### config.mk
export PLATFORM = sky130hd
export DESIGN_NAME = air_sensor_frame_receiver_core
export DESIGN_NICKNAME = d
export VERILOG_FILES = /design/src/rtl/core/asfr_pkg.sv /design/src/rtl/core/asfr_in_stage.sv /design/src/rtl/core/asfr_parser.sv /design/src/rtl/core/asfr_out_reg.sv /design/src/rtl/core/air_sensor_frame_receiver_core.sv
export SDC_FILE = /design/constraint.sdc
export NUM_CORES = 1
export LEC_CHECK = 0
export BUFFER_PORTS_ARGS = -buffer_cell sky130_fd_sc_hd__buf_2
export CAP_MARGIN = 15
export CORE_MARGIN = 8
export CORE_UTILIZATION = 60
export DETAILED_ROUTE_END_ITERATION = 10
export GPL_TIMING_DRIVEN = 0
export PLACE_DENSITY = 0.9
export SETUP_SLACK_MARGIN = 0.1
export SLEW_MARGIN = 20
export SYNTH_ARGS = -nofsm -noshare
export SYNTH_HDL_FRONTEND = slang
export SYNTH_SLANG_ARGS = --single-unit
### constraint.sdc
create_clock -name clk -period 7.95 [get_ports clk]
set_clock_uncertainty 0.1 [all_clocks]
set_input_delay 1.1925 -clock clk [delete_from_list [all_inputs] [get_ports clk]]
set_output_delay 1.1925 -clock clk [all_outputs]
set_load 0.01 [all_outputs]
### src/rtl/core/asfr_pkg.sv
// ----------------------------------------------------------------------------
// asfr_pkg
// Shared types and constants of the sensor frame receiver.
// ----------------------------------------------------------------------------
package asfr_pkg;

	localparam int unsigned BYTE_W      = 8;
	localparam int unsigned READING_W   = 16;
	localparam int unsigned PAYLOAD_LEN = 6;
	localparam int unsigned POS_W       = 3;

	localparam logic [BYTE_W-1:0] HEADER_RESET = 8'h5F;

	typedef logic [BYTE_W-1:0]    byte_t;
	typedef logic [READING_W-1:0] reading_t;

	typedef struct packed {
		logic     frame_ok;
		reading_t voc_tenths_ppm;
		reading_t formaldehyde_hundredths_mg;
		reading_t co2_ppm;
	} result_t;

	// handshake between the input stage and the parser
	typedef struct packed {
		logic  valid;
		byte_t data;
	} in_item_t;

	typedef struct packed {
		logic emit;
		logic step;
	} step_ctl_t;

endpackage

### src/rtl/core/asfr_in_stage.sv
// ----------------------------------------------------------------------------
// asfr_in_stage
// Input register holding one received byte until the parser steps on it.
// ----------------------------------------------------------------------------
module asfr_in_stage (
	input  logic             clk,
	input  logic             arst_n,
	input  logic             in_valid,
	output logic             in_ready,
	input  asfr_pkg::byte_t  rx_byte,
	input  logic             advance,
	output asfr_pkg::in_item_t item
);
	import asfr_pkg::*;

	logic  valid_s1;
	byte_t byte_s1;

	assign in_ready = !valid_s1 || advance;

	always_ff @(posedge clk or negedge arst_n) begin
		if (!arst_n) begin
			valid_s1 <= 1'b0;
		end else if (in_ready) begin
			valid_s1 <= in_valid;
		end
	end

	always_ff @(posedge clk) begin
		if (in_valid && in_ready) begin
			byte_s1 <= rx_byte;
		end
	end

	assign item.valid = valid_s1;
	assign item.data  = byte_s1;

endmodule

### src/rtl/core/asfr_parser.sv
// ----------------------------------------------------------------------------
// asfr_parser
// Frame state machine: header hunt, payload capture, checksum compare.
// ----------------------------------------------------------------------------
module asfr_parser (
	input  logic               clk,
	input  logic               arst_n,
	input  asfr_pkg::in_item_t item,
	input  asfr_pkg::byte_t    header_q,
	input  logic               out_free,
	output asfr_pkg::step_ctl_t ctl,
	output asfr_pkg::result_t  result
);
	import asfr_pkg::*;

	localparam logic [1:0] PH_HUNT    = 2'd0;
	localparam logic [1:0] PH_PAYLOAD = 2'd1;
	localparam logic [1:0] PH_CSUM    = 2'd2;
	localparam logic [1:0] PH_UNUSED  = 2'd3;

	localparam logic [POS_W-1:0] POS_LAST = POS_W'(PAYLOAD_LEN - 1);

	logic [1:0]       phase_q;
	logic [POS_W-1:0] pos_q;
	byte_t            sum_q;
	byte_t            store_q [PAYLOAD_LEN];
	logic             ok;

	assign ctl.emit = item.valid && (phase_q == PH_CSUM);
	assign ctl.step = item.valid && (!ctl.emit || out_free);

	assign ok = (item.data == sum_q);

	always_ff @(posedge clk or negedge arst_n) begin
		if (!arst_n) begin
			phase_q <= PH_HUNT;
			pos_q   <= '0;
			sum_q   <= HEADER_RESET;
		end else if (ctl.step) begin
			unique case (phase_q)
				PH_PAYLOAD: begin
					sum_q <= sum_q + item.data;
					pos_q <= pos_q + 1'b1;
					if (pos_q == POS_LAST) begin
						phase_q <= PH_CSUM;
					end
				end
				PH_CSUM: begin
					phase_q <= PH_HUNT;
					pos_q   <= '0;
				end
				PH_HUNT, PH_UNUSED: begin
					if (item.data == header_q) begin
						phase_q <= PH_PAYLOAD;
						pos_q   <= '0;
						sum_q   <= header_q;
					end else begin
						phase_q <= PH_HUNT;
					end
				end
				default: begin
					phase_q <= PH_HUNT;
				end
			endcase
		end
	end

	always_ff @(posedge clk) begin
		if (ctl.step && phase_q == PH_PAYLOAD && pos_q <= POS_LAST) begin
			store_q[pos_q] <= item.data;
		end
	end

	assign result.frame_ok = ok;
	assign result.voc_tenths_ppm =
		ok ? {store_q[0], store_q[1]} : '0;
	assign result.formaldehyde_hundredths_mg =
		ok ? {store_q[2], store_q[3]} : '0;
	assign result.co2_ppm =
		ok ? {store_q[4], store_q[5]} : '0;

	a_no_unused_phase: assert property (@(posedge clk) disable iff (!arst_n)
		phase_q != PH_UNUSED)
		else $error("parser entered unused phase");

	a_pos_in_range: assert property (@(posedge clk) disable iff (!arst_n)
		phase_q == PH_PAYLOAD |-> pos_q <= POS_LAST)
		else $error("payload position out of range");

	a_back_to_hunt: assert property (@(posedge clk) disable iff (!arst_n)
		ctl.step && ctl.emit |=> phase_q == PH_HUNT && pos_q == '0)
		else $error("parser did not return to hunting after checksum");

	a_stall_holds: assert property (@(posedge clk) disable iff (!arst_n)
		ctl.emit && !out_free |=> $stable(phase_q) && $stable(sum_q))
		else $error("parser state moved while result was blocked");

endmodule

### src/rtl/core/asfr_out_reg.sv
// ----------------------------------------------------------------------------
// asfr_out_reg
// Result register presenting one frame result to the output channel.
// ----------------------------------------------------------------------------
module asfr_out_reg (
	input  logic              clk,
	input  logic              arst_n,
	input  logic              load,
	input  asfr_pkg::result_t result,
	output logic              out_free,
	output logic              out_valid,
	input  logic              out_ready,
	output asfr_pkg::result_t result_q
);
	import asfr_pkg::*;

	logic valid_q;

	assign out_free  = !valid_q || out_ready;
	assign out_valid = valid_q;

	always_ff @(posedge clk or negedge arst_n) begin
		if (!arst_n) begin
			valid_q <= 1'b0;
		end else if (out_free) begin
			valid_q <= load;
		end
	end

	always_ff @(posedge clk) begin
		if (load && out_free) begin
			result_q <= result;
		end
	end

endmodule

### src/rtl/core/air_sensor_frame_receiver_core.sv
// ----------------------------------------------------------------------------
// air_sensor_frame_receiver_core
// Recognizes 8-byte sensor frames (header, six payload bytes, checksum) in a
// byte stream and gives one result per frame with three 16-bit readings.
// ----------------------------------------------------------------------------
//  channel  handshake              payload
//  input    in_valid / in_ready    rx_byte
//  output   out_valid / out_ready  frame_ok, voc_tenths_ppm,
//                                  formaldehyde_hundredths_mg, co2_ppm
//  config   cfg_valid / cfg_ready  header_value
//
//  One byte per cycle while no checksum byte is stalled. A byte is held in the
//  input register, is parsed, and the result of a checksum byte is registered
//  in the result register.
//  Reset: hunting for a header, header register = 0x5F.
//  A full result register stalls only a checksum byte; other bytes still flow.
// ----------------------------------------------------------------------------
module air_sensor_frame_receiver_core (
	input  logic                 clk,
	input  logic                 arst_n,
	input  logic                 in_valid,
	output logic                 in_ready,
	input  asfr_pkg::byte_t      rx_byte,
	output logic                 out_valid,
	input  logic                 out_ready,
	output logic                 frame_ok,
	output asfr_pkg::reading_t   voc_tenths_ppm,
	output asfr_pkg::reading_t   formaldehyde_hundredths_mg,
	output asfr_pkg::reading_t   co2_ppm,
	input  logic                 cfg_valid,
	output logic                 cfg_ready,
	input  asfr_pkg::byte_t      header_value
);
	import asfr_pkg::*;

	byte_t     header_q;
	in_item_t  item;
	step_ctl_t ctl;
	result_t   result;
	result_t   result_q;
	logic      out_free;

	assign cfg_ready = 1'b1;

	always_ff @(posedge clk or negedge arst_n) begin
		if (!arst_n) begin
			header_q <= HEADER_RESET;
		end else if (cfg_valid) begin
			header_q <= header_value;
		end
	end

	asfr_in_stage u_in (
		.clk      (clk),
		.arst_n   (arst_n),
		.in_valid (in_valid),
		.in_ready (in_ready),
		.rx_byte  (rx_byte),
		.advance  (ctl.step),
		.item     (item)
	);

	asfr_parser u_parser (
		.clk      (clk),
		.arst_n   (arst_n),
		.item     (item),
		.header_q (header_q),
		.out_free (out_free),
		.ctl      (ctl),
		.result   (result)
	);

	asfr_out_reg u_out (
		.clk       (clk),
		.arst_n    (arst_n),
		.load      (ctl.step && ctl.emit),
		.result    (result),
		.out_free  (out_free),
		.out_valid (out_valid),
		.out_ready (out_ready),
		.result_q  (result_q)
	);

	assign frame_ok                   = result_q.frame_ok;
	assign voc_tenths_ppm             = result_q.voc_tenths_ppm;
	assign formaldehyde_hundredths_mg = result_q.formaldehyde_hundredths_mg;
	assign co2_ppm                    = result_q.co2_ppm;

endmodule
==> results <==
- The run finished with clean final reports.
- The period utilization is around two fifths.
- The via count of the first global-routing pass is 3163.
- The Yosys step of the flow raised 0 warnings.
- The total power per unit cell area is between 200 and 300 mW/mm².
- The slowest cell on the critical path is sky130_fd_sc_hd__nor2b_1.
- In the synthesized netlist the dominant register cell turns out to be sky130_fd_sc_hd__edfxtp_1.
- The standby leakage power is 2.548 nW.
- The routed length per instance is 19.78 µm.
- The number of maximum-capacitance violations is 0.
- The kind of critical path is in -> out.
- The count of final setup violators is 0.
- The worst setup path is captured at a primary output.
- The number of instances in the synthesized netlist is ~340.
- The initial standard-cell utilization of the core is a little over 60%.
- Adding up every negative setup slack in the final design gives 0 ps.
- The clock latency of the later-clocked register in the worst-skew pair is roughly 540 ps.
- The synthesized area divided by synthesized cell count is 15.28 µm².
- Data on the critical path arrives at its endpoint at 1880 ps.
- The final weighted congestion of routability-driven global placement is between 0.8 and 0.9.
- The count of buffers inserted at the top-level ports is 70.
- The number of top-level design ports is 73.
- The floorplan step set the die height to between 100 and 150 µm.
- No sink is reached through more buffers than the 2 on the longest clock path.
- STA classifies the critical path startpoint as a primary input.
- The number of iterations in the first detailed-routing pass is 5.
- The antenna diode count is 0.
- Across the VDD grid, the largest voltage drop is 0.1763 mV.
- Row generation in the floorplan step produced 34 rows.
- The minimum period implied by the final worst setup slack is roughly 3200 ps.
- The footprint of the multi-input gates is 0.001413 mm².
- The top-area cell type share of the netlist area is between 60% and 70%.
- In the detailed route, the total length drawn on met3 is 997 µm.
- The post-layout worst setup margin is 4775 ps.
- The total grt overflow is 0.
- Setup repair after global routing left no endpoint under its margin.
- The post-placement setup slack is 4567 ps.
- The first global-routing pass estimated 16.91 mm of wire.
- By area the synthesized netlist is led by sky130_fd_sc_hd__edfxtp_1 (61%), sky130_fd_sc_hd__dfstp_2 (6.1%), sky130_fd_sc_hd__and2_1 (5.9%), sky130_fd_sc_hd__dfrtp_1 (5.3%), sky130_fd_sc_hd__ha_1 (2.9%).
- The buffers inserted during post-CTS setup optimization is 0.
- The path class of the tightest hold or removal check is reg -> reg.
- The worst hold path was traced through 2 stages.
- Walking the worst path, the cells encountered are buf_2, nor2b_1, nand3_1, buf_2.
- The number of cells traversed by the worst register-to-register path is 7.
- The storage element area is around 0.0037 mm².
- Of all cell types, the one taking the most synthesized area is sky130_fd_sc_hd__edfxtp_1.
- The number of buffers added by the clock tree synthesis step is 17.
- The overall routing resource usage is between 15 and 20%.
- The filler cells instantiated in the layout total about 520.
- The post-cts resize count is 0.
- CTS saw between 100 and 150 sinks.
- After detailed routing, the wire length on met1 is about 4.2 mm.
- The area growth from synthesis to layout is 21.25%.
- The post-synthesis sequential area ratio is slightly above 70%.
- The die is ~110 µm wide.
- The dominant cell type by count on the critical path is sky130_fd_sc_hd__buf_2.
- The routed layout has about 3200 vias.
- In this run the standard cell core region covers about 0.0086 mm².
- For this design, the CTS-stage hold fixing added 0 buffers.
- The fmax is about 310 MHz.
- The buffer type at the clock tree root is sky130_fd_sc_hd__clkbuf_8.
- Wires add up to roughly 11 mm.
- The number of pins exceeding their max-slew limit in the final report was 0.
- The family of cells with the greatest summed delay on the critical path is simple AND/OR/NAND/NOR gates.
- The worst slew margin relative to its limit is between 20% and 30%.
- The number of failing hold endpoints at the final stage is 0.
- The top fanout value on the critical path is 3.
- The total standard cell area after synthesis is 0.005210 mm².
- The count of nets left with antenna violations once routing finished came out at 0.
- The number of antenna violations at the first check in global routing is 0.
- The clock tree from TritonCTS is yes.
- The area of the die is roughly 0.012 mm².
- The CTS H-tree depth is 4.
- In this run, distinct cell masters in the synthesized netlist total 54.
- Counting every net in the synthesized netlist gives ~380.
- The count of flip-flops with a built-in enable after synthesis is 105.
- The layout cell share with drive strength beyond 1 is 32.13%.
- The placed wire-length estimate is between 7 and 8 mm.
- The count of buffer and inverter cells on the critical path is 2.
- The pin slew with the least headroom to its limit is 1144 ps.
- The depth of the critical timing path with buffers and inverters included is 4.
- The highest metal layer carrying signal wires in the routed design is met4.
- Entering global routing, the biggest net connects 27 pins.
- The required time of the critical path is 6660 ps.
- In the detailed route, the total length drawn on met2 is between 5 and 6 mm.
- The final layout net count is 466.
- The initial DRC count is ~220.
- Clock-pin slew was measured on the worst setup and hold paths at 60 ps.
- The number of synthesized register bits is ~130.
- The most common cell in the synthesized netlist is sky130_fd_sc_hd__edfxtp_1.
- For this run, design rule violations remaining after detail routing come to 0.
- After synthesis, the most frequently instantiated cells are sky130_fd_sc_hd__edfxtp_1 (105), sky130_fd_sc_hd__and2_1 (49), sky130_fd_sc_hd__nand2_1 (19).
- The via density per instance is around 5.7.
- The largest single stage delay on the critical path is about 260 ps.
- The async set or reset register ratio after synthesis is 17.97%.
## tightest hold or removal path: cells and delay by family, from the launching register on
family,cells,cell delay [ps]
DFF,1,370
and+or+nand+nor,1,70
AOI/OAI and AO/OA,1,60
## cell usage in the layout, fill, tap and decap left out, types with 5 or more instances in the layout
master	instances
sky130_fd_sc_hd__clkbuf_1	6
sky130_fd_sc_hd__mux2_2	8
sky130_fd_sc_hd__edfxtp_1	105
sky130_fd_sc_hd__dfrtp_1	11
sky130_fd_sc_hd__nand3_1	8
sky130_fd_sc_hd__buf_2	74
sky130_fd_sc_hd__xor2_1	10
sky130_fd_sc_hd__inv_8	5
sky130_fd_sc_hd__nand2_1	19
sky130_fd_sc_hd__clkbuf_16	16
sky130_fd_sc_hd__and2_1	49
sky130_fd_sc_hd__o21ai_0	13
sky130_fd_sc_hd__ha_1	12
sky130_fd_sc_hd__dfstp_2	12
sky130_fd_sc_hd__nor2_1	7
sky130_fd_sc_hd__inv_6	5
sky130_fd_sc_hd__inv_1	9
## metal layers
layer,vias to the layer above,global-route usage (%)
met5,-,0
met4,0,9.161
met3,35,5.969
met2,174,32.58
met1,1535,22.41
li1,1433,-
## kinds of logic (layout without fill, tap and decap cells)
logic type | after synthesis | count (layout) | synth area share, %
XOR/XNOR | 14 | 14 | 2.353
adder cells (fa/ha/maj) | 13 | 13 | 3.266
AO/OA/AOI/OAI | 41 | 41 | 5.476
multiplexers | 11 | 11 | 2.330
other | 1 | 1 | 0.07198
buffers and inverters | 20 | 124 | 1.729
AND/OR/NAND/NOR | 113 | 113 | 12.92
flip-flops | 128 | 128 | 71.85
## final timing paths
check,to,startpoint,slack (ps)
hold reg to reg,u_parser.sum_q[2],u_parser.sum_q[2],410
min in group asynchronous,header_q[5],arst_n,540
hold / removal,u_parser.sum_q[2],u_parser.sum_q[2],410
setup reg to reg,u_out.result_q[21],u_in.byte_s1[6],5080
setup / recovery,in_ready,out_ready,4780
max in group asynchronous,header_q[3],arst_n,6830
## power breakdown
group / total, W / internal (W) / switching [W]
Clock: 0.000727 / 0.000399 / 0.000328
Combinational: 0.000163 / 0.0000734 / 0.0000894
Sequential: 0.000801 / 0.000762 / 0.0000386
Total: 0.00169 / 0.00123 / 0.000456
## flip-flops by register name, indices dropped and copies added (netlist names)
signal / count
u_parser.pos_q: 3
u_out.result_q: 49
u_parser.phase_q: 2
u_out.out_valid: 1
u_in.byte_s1: 8
u_parser.sum_q: 8
u_in.valid_s1: 1
u_parser.store_q: 48
header_q: 8
## layout make-up
cell class | count | area share [%]
Sequential cell | 128 | 59.26
Tap cell | 108 | 2.139
Buffer | 11 | 0.8913
Multi-Input combinational cell | 193 | 22.36
Inverter | 9 | 0.5348
Timing Repair Buffer | 72 | 6.061
Clock inverter | 15 | 2.198
Clock buffer | 17 | 6.556
## stage by stage
| step | cell area (µm²) | instances | hold slack, ps | util [%] | total power, W |
|---|---|---|---|---|---|
| detailed placement | 5759 | 521 | 394.9 | 67.35 | 0.0009701 |
| floorplan | 5210 | 341 | 373.0 | - | 0.0009197 |
| global placement | 5695 | 519 | 390.6 | 66.61 | 0.0009618 |
| global route | 6317 | 553 | 430.5 | 73.88 | 0.001743 |
| finish | 6317 | 553 | 407.4 | 73.88 | 0.001690 |
| CTS | 6312 | 553 | 406.2 | 73.82 | 0.001691 |
No activity file was read; power rests on OpenSTA's default activity.
